$ cat src/rtl/lrr_pkg.sv
// ----------------------------------------------------------------------------
// lrr_pkg: shared definitions for the ranged LCG random source
// Widths, reset values, register indexes and the command and status
// structures that pass between the controller and the datapath.
// ----------------------------------------------------------------------------
package lrr_pkg;

  // Field and register widths.
  localparam int MULT_W  = 16;
  localparam int SEED_W  = 18;
  localparam int VAL_W   = 32;
  localparam int SPAN_W  = VAL_W + 1;
  localparam int PROD_W  = MULT_W + SEED_W + 1;
  localparam int DVD_W   = PROD_W;
  localparam int DSR_W   = VAL_W;
  localparam int CNT_W   = $clog2(DVD_W + 1);
  localparam int CFG_IDX_W  = 4;
  localparam int CFG_DATA_W = 32;

  // Step counts of the divider for the two reductions.
  localparam logic [CNT_W-1:0] STEPS_MOD  = CNT_W'(DVD_W);
  localparam logic [CNT_W-1:0] STEPS_SPAN = CNT_W'(SEED_W);

  // Reset values of the registers and of the seed.
  localparam logic [MULT_W-1:0] MULT_RST = MULT_W'(8121);
  localparam logic [SEED_W-1:0] INC_RST  = SEED_W'(28411);
  localparam logic [SEED_W-1:0] MOD_RST  = SEED_W'(134456);
  localparam logic [SEED_W-1:0] SEED_RST = SEED_W'(1234);

  // Configuration register indexes.
  localparam logic [CFG_IDX_W-1:0] CFG_MULT = CFG_IDX_W'(0);
  localparam logic [CFG_IDX_W-1:0] CFG_INC  = CFG_IDX_W'(1);
  localparam logic [CFG_IDX_W-1:0] CFG_MOD  = CFG_IDX_W'(2);
  localparam logic [CFG_IDX_W-1:0] CFG_SEED = CFG_IDX_W'(3);

  // Source of the result word.
  typedef enum logic [1:0] {
    RES_RAW,
    RES_ZERO,
    RES_SEED,
    RES_REM
  } res_op_e;

  // Operand set for the shared divider.
  typedef enum logic {
    DIV_MOD,
    DIV_SPAN
  } div_sel_e;

  // Commands from the controller.
  typedef struct packed {
    logic     load_in;
    logic     mul;
    logic     div_start;
    div_sel_e div_sel;
    logic     seed_mask;
    logic     seed_div;
    logic     res_load;
    res_op_e  res_op;
    logic     out_load;
  } lrr_cmd_t;

  // Status toward the controller.
  typedef struct packed {
    logic kind;
    logic mod_zero;
    logic mag_zero;
    logic mag_gt_seed;
    logic div_done;
  } lrr_sts_t;

endpackage

$ cat src/rtl/lcg_random_with_range.sv
// ----------------------------------------------------------------------------
// lcg_random_with_range: LCG random source with optional range reduction
// Each draw sets seed = (mult*seed + add) mod modulus (low seed bits for a zero
// modulus) and returns either the new seed or low + (seed mod |high - low|).
// ----------------------------------------------------------------------------
//
//   Channel   Direction  Payload                                  Word taken
//   s_axis    in         tuser: kind; tdata: range_low, high      tvalid&tready
//   m_axis    out        tuser: zero_span; tdata: value           tvalid&tready
//   cfg       in         cfg_index_i, cfg_data_i                  valid&ready
//
// A draw runs from acceptance through the multiply, a seed reduction in the
// bit-serial remainder unit and, when a range reduction needs it, a second
// pass through that unit; a zero modulus skips the first pass. A stalled
// m_axis adds its wait on top.
// Reset loads the register defaults and seed 1234; no clearing pass follows.
// The next draw is accepted while a finished word waits on m_axis.
// The configuration port is always ready.
// ----------------------------------------------------------------------------
module lcg_random_with_range import lrr_pkg::*; (
  input  logic                  clk_i,
  input  logic                  rst_ni,
  // Configuration write channel.
  input  logic                  cfg_valid_i,
  output logic                  cfg_ready_o,
  input  logic [CFG_IDX_W-1:0]  cfg_index_i,
  input  logic [CFG_DATA_W-1:0] cfg_data_i,
  // Draw requests.
  input  logic                  s_axis_tvalid,
  output logic                  s_axis_tready,
  input  logic [2*VAL_W-1:0]    s_axis_tdata,  // [31:0] range_low, [63:32] range_high
  input  logic                  s_axis_tuser,  // [0] kind
  // Draw results.
  output logic                  m_axis_tvalid,
  input  logic                  m_axis_tready,
  output logic [VAL_W-1:0]      m_axis_tdata,  // [31:0] value
  output logic                  m_axis_tuser   // [0] zero_span
);

  lrr_cmd_t cmd;
  lrr_sts_t sts;

  assign cfg_ready_o = 1'b1;

  lrr_ctrl u_ctrl (
    .clk_i     (clk_i),
    .rst_ni    (rst_ni),
    .s_valid_i (s_axis_tvalid),
    .s_ready_o (s_axis_tready),
    .m_valid_o (m_axis_tvalid),
    .m_ready_i (m_axis_tready),
    .sts_i     (sts),
    .cmd_o     (cmd)
  );

  lrr_datapath u_datapath (
    .clk_i       (clk_i),
    .rst_ni      (rst_ni),
    .cfg_we_i    (cfg_valid_i && cfg_ready_o),
    .cfg_index_i (cfg_index_i),
    .cfg_data_i  (cfg_data_i),
    .in_kind_i   (s_axis_tuser),
    .in_low_i    (s_axis_tdata[VAL_W-1:0]),
    .in_high_i   (s_axis_tdata[2*VAL_W-1:VAL_W]),
    .cmd_i       (cmd),
    .sts_o       (sts),
    .out_value_o (m_axis_tdata),
    .out_flag_o  (m_axis_tuser)
  );

endmodule

$ cat src/rtl/lrr_divider.sv
// ----------------------------------------------------------------------------
// lrr_divider: bit-serial restoring remainder unit
// Produces dividend mod divisor, one dividend bit per cycle, taking the
// requested number of bits from the top of the dividend.
// ----------------------------------------------------------------------------
module lrr_divider import lrr_pkg::*; (
  input  logic             clk_i,
  input  logic             rst_ni,
  input  logic             start_i,
  input  logic [DVD_W-1:0] dividend_i,
  input  logic [DSR_W-1:0] divisor_i,
  input  logic [CNT_W-1:0] steps_i,
  output logic             done_o,
  output logic [DSR_W-1:0] rem_o
);

  logic             busy_q, busy_d;
  logic             done_q, done_d;
  logic [CNT_W-1:0] cnt_q, cnt_d;
  logic [DVD_W-1:0] dvd_q, dvd_d;
  logic [DSR_W-1:0] dsr_q, dsr_d;
  logic [DSR_W-1:0] rem_q, rem_d;
  logic [DSR_W:0]   trial;
  logic [DSR_W:0]   diff;

  // One restoring step: shift in the next bit and subtract when it fits.
  assign trial = {rem_q, dvd_q[DVD_W-1]};
  assign diff  = trial - {1'b0, dsr_q};

  always_comb begin
    busy_d = busy_q;
    done_d = 1'b0;
    cnt_d  = cnt_q;
    dvd_d  = dvd_q;
    dsr_d  = dsr_q;
    rem_d  = rem_q;
    if (start_i) begin
      busy_d = 1'b1;
      cnt_d  = steps_i;
      dvd_d  = dividend_i;
      dsr_d  = divisor_i;
      rem_d  = '0;
    end else if (busy_q) begin
      dvd_d = {dvd_q[DVD_W-2:0], 1'b0};
      rem_d = diff[DSR_W] ? trial[DSR_W-1:0] : diff[DSR_W-1:0];
      cnt_d = cnt_q - CNT_W'(1);
      if (cnt_q == CNT_W'(1)) begin
        busy_d = 1'b0;
        done_d = 1'b1;
      end
    end
  end

  // Control state.
  always_ff @(posedge clk_i or negedge rst_ni) begin
    if (!rst_ni) begin
      busy_q <= 1'b0;
      done_q <= 1'b0;
      cnt_q  <= '0;
    end else begin
      busy_q <= busy_d;
      done_q <= done_d;
      cnt_q  <= cnt_d;
    end
  end

  // Operand and remainder registers.
  always_ff @(posedge clk_i) begin
    dvd_q <= dvd_d;
    dsr_q <= dsr_d;
    rem_q <= rem_d;
  end

  assign done_o = done_q;
  assign rem_o  = rem_q;

`ifndef SYNTHESIS
  // A new operation must not start over one that is still running.
  a_no_start_busy: assert property (@(posedge clk_i) disable iff (!rst_ni)
    start_i |-> !busy_q) else $error("divider started while busy");
  // The done pulse follows the last step and leaves the unit idle.
  a_done_idle: assert property (@(posedge clk_i) disable iff (!rst_ni)
    done_q |-> !busy_q) else $error("divider done while busy");
  // A running operation always has steps left.
  a_cnt_live: assert property (@(posedge clk_i) disable iff (!rst_ni)
    busy_q |-> (cnt_q != '0)) else $error("divider busy with zero count");
`endif

endmodule

$ cat src/rtl/lrr_datapath.sv
// ----------------------------------------------------------------------------
// lrr_datapath: registers, seed update and range reduction
// Holds the configuration and the seed, forms mult*seed + add, drives the
// shared divider and builds the result and output words.
// ----------------------------------------------------------------------------
module lrr_datapath import lrr_pkg::*; (
  input  logic                  clk_i,
  input  logic                  rst_ni,
  input  logic                  cfg_we_i,
  input  logic [CFG_IDX_W-1:0]  cfg_index_i,
  input  logic [CFG_DATA_W-1:0] cfg_data_i,
  input  logic                  in_kind_i,
  input  logic [VAL_W-1:0]      in_low_i,
  input  logic [VAL_W-1:0]      in_high_i,
  input  lrr_cmd_t              cmd_i,
  output lrr_sts_t              sts_o,
  output logic [VAL_W-1:0]      out_value_o,
  output logic                  out_flag_o
);

  logic [MULT_W-1:0] mult_q;
  logic [SEED_W-1:0] inc_q;
  logic [SEED_W-1:0] mod_q;
  logic [SEED_W-1:0] seed_q, seed_d;
  logic              kind_q;
  logic [VAL_W-1:0]  low_q;
  logic [SPAN_W-1:0] span_q;
  logic [DSR_W-1:0]  mag_q;
  logic [PROD_W-1:0] next_q;
  logic [VAL_W-1:0]  res_val_q, res_val_d;
  logic              res_flag_q, res_flag_d;
  logic [VAL_W-1:0]  out_val_q;
  logic              out_flag_q;
  logic [SPAN_W-1:0] span_neg;
  logic [DVD_W-1:0]  div_dividend;
  logic [DSR_W-1:0]  div_divisor;
  logic [CNT_W-1:0]  div_steps;
  logic              div_done;
  logic [DSR_W-1:0]  div_rem;

  // Configuration registers; a write to an unknown index is dropped.
  always_ff @(posedge clk_i or negedge rst_ni) begin
    if (!rst_ni) begin
      mult_q <= MULT_RST;
      inc_q  <= INC_RST;
      mod_q  <= MOD_RST;
    end else if (cfg_we_i) begin
      if (cfg_index_i == CFG_MULT) mult_q <= cfg_data_i[MULT_W-1:0];
      if (cfg_index_i == CFG_INC)  inc_q  <= cfg_data_i[SEED_W-1:0];
      if (cfg_index_i == CFG_MOD)  mod_q  <= cfg_data_i[SEED_W-1:0];
    end
  end

  // Seed: loaded by a register write, otherwise updated by a draw.
  always_comb begin
    seed_d = seed_q;
    priority if (cfg_we_i && (cfg_index_i == CFG_SEED)) begin
      seed_d = cfg_data_i[SEED_W-1:0];
    end else if (cmd_i.seed_mask) begin
      seed_d = next_q[SEED_W-1:0];
    end else if (cmd_i.seed_div) begin
      seed_d = div_rem[SEED_W-1:0];
    end else begin
      seed_d = seed_q;
    end
  end

  always_ff @(posedge clk_i or negedge rst_ni) begin
    if (!rst_ni) begin
      seed_q <= SEED_RST;
    end else begin
      seed_q <= seed_d;
    end
  end

  // Input capture; the span is taken exactly in one extra bit.
  assign span_neg = SPAN_W'(0) - span_q;

  always_ff @(posedge clk_i) begin
    if (cmd_i.load_in) begin
      kind_q <= in_kind_i;
      low_q  <= in_low_i;
      span_q <= {in_high_i[VAL_W-1], in_high_i} - {in_low_i[VAL_W-1], in_low_i};
    end
    if (cmd_i.mul) begin
      next_q <= PROD_W'(mult_q) * PROD_W'(seed_q) + PROD_W'(inc_q);
      mag_q  <= span_q[SPAN_W-1] ? span_neg[DSR_W-1:0] : span_q[DSR_W-1:0];
    end
  end

  // Operands of the shared divider.
  always_comb begin
    unique case (cmd_i.div_sel)
      DIV_MOD: begin
        div_dividend = next_q;
        div_divisor  = DSR_W'(mod_q);
        div_steps    = STEPS_MOD;
      end
      DIV_SPAN: begin
        div_dividend = {seed_q, (DVD_W - SEED_W)'(0)};
        div_divisor  = mag_q;
        div_steps    = STEPS_SPAN;
      end
      default: begin
        div_dividend = next_q;
        div_divisor  = DSR_W'(mod_q);
        div_steps    = STEPS_MOD;
      end
    endcase
  end

  lrr_divider u_divider (
    .clk_i      (clk_i),
    .rst_ni     (rst_ni),
    .start_i    (cmd_i.div_start),
    .dividend_i (div_dividend),
    .divisor_i  (div_divisor),
    .steps_i    (div_steps),
    .done_o     (div_done),
    .rem_o      (div_rem)
  );

  // Result word selection.
  always_comb begin
    unique case (cmd_i.res_op)
      RES_RAW: begin
        res_val_d  = VAL_W'(seed_q);
        res_flag_d = 1'b0;
      end
      RES_ZERO: begin
        res_val_d  = low_q;
        res_flag_d = 1'b1;
      end
      RES_SEED: begin
        res_val_d  = low_q + VAL_W'(seed_q);
        res_flag_d = 1'b0;
      end
      RES_REM: begin
        res_val_d  = low_q + div_rem;
        res_flag_d = 1'b0;
      end
      default: begin
        res_val_d  = VAL_W'(seed_q);
        res_flag_d = 1'b0;
      end
    endcase
  end

  // Result and output registers.
  always_ff @(posedge clk_i) begin
    if (cmd_i.res_load) begin
      res_val_q  <= res_val_d;
      res_flag_q <= res_flag_d;
    end
    if (cmd_i.out_load) begin
      out_val_q  <= res_val_q;
      out_flag_q <= res_flag_q;
    end
  end

  // Status toward the controller.
  assign sts_o.kind        = kind_q;
  assign sts_o.mod_zero    = (mod_q == '0);
  assign sts_o.mag_zero    = (mag_q == '0);
  assign sts_o.mag_gt_seed = (mag_q > DSR_W'(seed_q));
  assign sts_o.div_done    = div_done;

  assign out_value_o = out_val_q;
  assign out_flag_o  = out_flag_q;

endmodule

$ cat src/rtl/lrr_ctrl.sv
// ----------------------------------------------------------------------------
// lrr_ctrl: draw sequencer
// Steps one draw through multiply, seed reduction and range reduction, and
// owns the handshake of both stream sides.
// ----------------------------------------------------------------------------
module lrr_ctrl import lrr_pkg::*; (
  input  logic     clk_i,
  input  logic     rst_ni,
  input  logic     s_valid_i,
  output logic     s_ready_o,
  output logic     m_valid_o,
  input  logic     m_ready_i,
  input  lrr_sts_t sts_i,
  output lrr_cmd_t cmd_o
);

  localparam logic [2:0] S_IDLE = 3'd0;
  localparam logic [2:0] S_MUL  = 3'd1;
  localparam logic [2:0] S_RED  = 3'd2;
  localparam logic [2:0] S_DIV1 = 3'd3;
  localparam logic [2:0] S_SPAN = 3'd4;
  localparam logic [2:0] S_DIV2 = 3'd5;
  localparam logic [2:0] S_DONE = 3'd6;

  logic [2:0] state_q, state_d;
  logic       out_valid_q, out_valid_d;

  // Next state and command decode.
  always_comb begin
    state_d = state_q;
    cmd_o   = '0;
    cmd_o.div_sel = DIV_MOD;
    cmd_o.res_op  = RES_RAW;
    unique case (state_q)
      S_IDLE: begin
        if (s_valid_i) begin
          cmd_o.load_in = 1'b1;
          state_d = S_MUL;
        end
      end
      S_MUL: begin
        cmd_o.mul = 1'b1;
        state_d = S_RED;
      end
      S_RED: begin
        if (sts_i.mod_zero) begin
          cmd_o.seed_mask = 1'b1;
          state_d = S_SPAN;
        end else begin
          cmd_o.div_start = 1'b1;
          state_d = S_DIV1;
        end
      end
      S_DIV1: begin
        if (sts_i.div_done) begin
          cmd_o.seed_div = 1'b1;
          state_d = S_SPAN;
        end
      end
      S_SPAN: begin
        priority if (!sts_i.kind) begin
          cmd_o.res_load = 1'b1;
          cmd_o.res_op   = RES_RAW;
          state_d = S_DONE;
        end else if (sts_i.mag_zero) begin
          cmd_o.res_load = 1'b1;
          cmd_o.res_op   = RES_ZERO;
          state_d = S_DONE;
        end else if (sts_i.mag_gt_seed) begin
          cmd_o.res_load = 1'b1;
          cmd_o.res_op   = RES_SEED;
          state_d = S_DONE;
        end else begin
          cmd_o.div_start = 1'b1;
          cmd_o.div_sel   = DIV_SPAN;
          state_d = S_DIV2;
        end
      end
      S_DIV2: begin
        cmd_o.div_sel = DIV_SPAN;
        if (sts_i.div_done) begin
          cmd_o.res_load = 1'b1;
          cmd_o.res_op   = RES_REM;
          state_d = S_DONE;
        end
      end
      S_DONE: begin
        if (!out_valid_q || m_ready_i) begin
          cmd_o.out_load = 1'b1;
          state_d = S_IDLE;
        end
      end
      default: begin
        state_d = S_IDLE;
      end
    endcase
  end

  // The output word stays valid until taken or replaced.
  always_comb begin
    out_valid_d = out_valid_q;
    if (cmd_o.out_load) begin
      out_valid_d = 1'b1;
    end else if (m_ready_i) begin
      out_valid_d = 1'b0;
    end
  end

  always_ff @(posedge clk_i or negedge rst_ni) begin
    if (!rst_ni) begin
      state_q     <= S_IDLE;
      out_valid_q <= 1'b0;
    end else begin
      state_q     <= state_d;
      out_valid_q <= out_valid_d;
    end
  end

  assign s_ready_o = (state_q == S_IDLE);
  assign m_valid_o = out_valid_q;

`ifndef SYNTHESIS
  // An accepted draw always goes on to the multiply step.
  a_accept_mul: assert property (@(posedge clk_i) disable iff (!rst_ni)
    (s_valid_i && s_ready_o) |=> (state_q == S_MUL)) else $error("accept lost");
  // A new output word never overwrites one that is still waiting.
  a_no_overwrite: assert property (@(posedge clk_i) disable iff (!rst_ni)
    cmd_o.out_load |-> (!out_valid_q || m_ready_i)) else $error("output overwritten");
`endif

endmodule

$ cat config.mk
export PLATFORM = sky130hd
export DESIGN_NAME = lcg_random_with_range
export DESIGN_NICKNAME = d
export VERILOG_FILES = /design/src/rtl/lrr_pkg.sv /design/src/rtl/lcg_random_with_range.sv /design/src/rtl/lrr_divider.sv /design/src/rtl/lrr_datapath.sv /design/src/rtl/lrr_ctrl.sv
export SDC_FILE = /design/constraint.sdc
export NUM_CORES = 2
export LEC_CHECK = 0
export BUFFER_PORTS_ARGS = -buffer_cell sky130_fd_sc_hd__buf_2
export CAP_MARGIN = 20
export CORE_MARGIN = 2
export CORE_UTILIZATION = 40
export CTS_CLUSTER_DIAMETER = 30
export DETAILED_ROUTE_END_ITERATION = 16
export SYNTH_ARGS = -nofsm -noshare
export SYNTH_HDL_FRONTEND = slang
export SYNTH_SLANG_ARGS = --single-unit
$ cat constraint.sdc
create_clock -name clk_i -period 9.15 [get_ports clk_i]
set_input_delay 0.915 -clock clk_i [delete_from_list [all_inputs] [get_ports clk_i]]
set_output_delay 0.915 -clock clk_i [all_outputs]
set_load 0.01 [all_outputs]
==> impl_metrics.ini <==
[sta]
fmax_mhz = 141.3
worst_slew_pin_slew_ps = 1052
period_needed_ps = 7078
hold_viol = 0
rsz0062_at_grt = no
min_period_over_period_pct = 77.35
relSlewSlack_pct = 29.21
slew_viol_final = 0
finClkSkew_ps = 28.79
setup_viol = 0
setup_tns_ps = 0

[route]
detail-route-antenna-nets = 0
firstDrtPassIters = 5
via_per_inst = 5.272
wl_per_cell_um = 19.12
remaining_drc_errors = 0
dr_total_vias = 22270
drt-initial-drc-count = 1630
wirelength_um = 80780

[floorplan]
coreArea_um2 = 75700
rows = 101
fp.dieH_um = 280.0
initial_core_util_pct = 40.26
die_w_um = 280.0
dieArea_um2 = 78400
io_pins = 142

[yosys]
ys_seq_area_share_pct = 35.19
ys_top_cells_by_area = edfxtp_1, fa_1, ha_1, nand2_1, inv_1
synth.distinct_cells = 88
yosys.area.top_type = edfxtp_1
synth.most_common_cell = nand2_1
syn-instance-count = 3058
synthTopCellsByCount = nand2_1, inv_1, edfxtp_1
ys_ff_latch = 380
synth_top_area_share_pct = 26.21
synthFlopType = edfxtp_1
async_reset_ff_share_pct = 21.58
synth_edf_count = 266
yosysWarnings = 0
syn_nets = 3643
syn_avg_cell_area_um2 = 9.965
syn_area_um2 = 30470

[setup_path]
crit_path_end_kind = register
r2r_end = u_datapath.next_q[32]
crit_start = u_datapath.seed_q[7]
r2r_slack_ps = 2070
arrival_ps = 7430
crit_required_ps = 9500
crit_end = u_datapath.next_q[32]
startpoint_type = register
timing.rr.start = u_datapath.seed_q[7]
rr_worst_depth = 23
crit_fanout = 20
crit_type = register to register

[finish]
fill_cells = 7067
fin_nets = 3758
syn_to_final_growth_pct = 15.39
drive_above_1_share_pct = 12.64
final_area_um2 = 35160

[clocking]
clk_pin_slew_ps = 50
root_buffer = clkbuf_16
clk_path_buf_depth = 3
cts.sinks = 380
htree_levels = 3
holdBufCountCts = 0
cts_buffers = 85
post_cts_buffers = 0
clk_latency_ps = 620
cts_tree = yes
cts.repair.resized = 0

[global_route]
grt_usage_pct = 21.04
grt_first_pass_wirelength_um = 126700
grt_max_degree = 74
antenna_found_initial = 12
globalRoute.totalOverflow = 0
grt_pass1_vias = 22270

[placed_design]
port-buffer-count = 126
place.gp.congestion = 0.9036
postPlaceCellArea_um2 = 32120
place_hpwl_um = 60930

[worst_hold_path]
hold_class = primary input to asynchronous set/reset pin

[outcome]
status = finished, final reports clean

[run]
cap_viol_max_count = 0
## worst min-delay path by stage
stage | cells after the start | to | slack, ps
after global routing | 1 | u_ctrl.state_q[1] | 120
after global placement | 0 | u_datapath.out_value_o[23] | 400
after floorplan | 0 | u_datapath.out_flag_o | 400
after CTS | 1 | u_datapath.u_divider.cnt_q[4] | 110
final | 1 | u_datapath.u_divider.cnt_q[4] | 140
after detailed placement | 0 | u_datapath.out_value_o[24] | 410
## through the flow
| stage | util (%) | hold WS, ps | std cells | worst slack [ps] |
|---|---|---|---|---|
| global route | 46.45 | 121.6 | 4223 | 1692 |
| global placement | 42.40 | 401.9 | 4062 | 2123 |
| finish | 46.45 | 137.6 | 4224 | 2072 |
| CTS | 46.41 | 107.5 | 4221 | 2036 |
| floorplan | - | 400.3 | 3058 | 2485 |
| detailed placement | 42.43 | 405.2 | 4063 | 2107 |
## flip-flops by register name, indices dropped and copies added (netlist names), 16 cells and up
register,cells
u_datapath.inc_q,18
u_datapath.low_q,32
u_datapath.mag_q,32
u_datapath.mod_q,18
u_datapath.mult_q,16
u_datapath.next_q,35
u_datapath.out_value_o,32
u_datapath.res_val_q,32
u_datapath.seed_q,18
u_datapath.span_q,33
u_datapath.u_divider.dsr_q,32
u_datapath.u_divider.dvd_q,35
u_datapath.u_divider.rem_o,32
## layer usage
layer	vias up	part of all wire [%]	wire, um	track usage (%)
met5	-	0.087	70	0
met3	140	6.5	5256	4.089
met2	597	46	37280	33.25
met4	12	3.3	2652	8.200
met1	10930	44	35520	28.52
li1	10590	-	-	-
## cell type report
cell class                 instances  area, um^2  share of cell area, %
timing repair buffer             160       928.4                  2.640
antenna                            2       5.005                0.01423
clock buffer                     101        2247                  6.391
clock inverter                    57       759.5                  2.160
multi-input combinational       2141       17750                  50.49
inverter                         405        1520                  4.324
tap                              978        1224                  3.480
sequential                       380       10720                  30.50
## critical path: stages (launching register included)
cell,delay [ps]
dfstp_2,920
nand2_1,170
fa_1,560
inv_1,50
fa_1,490
inv_1,60
fa_1,520
inv_1,50
fa_1,470
inv_1,50
fa_1,470
inv_1,50
fa_1,430
ha_1,350
and3_1,230
nand2_1,110
nor3_1,60
a211oi_1,210
o21ai_1,140
a2111oi_2,430
o31ai_1,220
and2_1,260
o41ai_1,380
xnor2_1,120
## kinds of logic after synthesis
group / count (synthesis) / share of synthesized area, %
XOR/XNOR: 137 / 3.938
adder cells (fa/ha/maj): 479 / 25.68
AO/OA/AOI/OAI: 560 / 11.51
buffers and inverters: 537 / 6.693
AND/OR/NAND/NOR: 862 / 13.38
flip-flops: 380 / 35.19
multiplexers: 102 / 3.593
other: 1 / 0.01231
## placed cells by master, fill, tap and decap left out, types with 38 or more instances in the layout
cell	instances
a21o_1	47
a21oi_1	139
and2_1	122
buf_2	125
clkbuf_16	85
dfrtp_1	47
edfxtp_1	266
fa_1	244
ha_1	235
inv_1	401
mux2i_1	45
nand2_1	412
nor2_1	115
o21ai_0	129
o21ai_1	58
xnor2_1	99
xor2_1	38
Power is not shown: default switching activity piles up to over one toggle a cycle in this logic, so the estimate is an artifact.
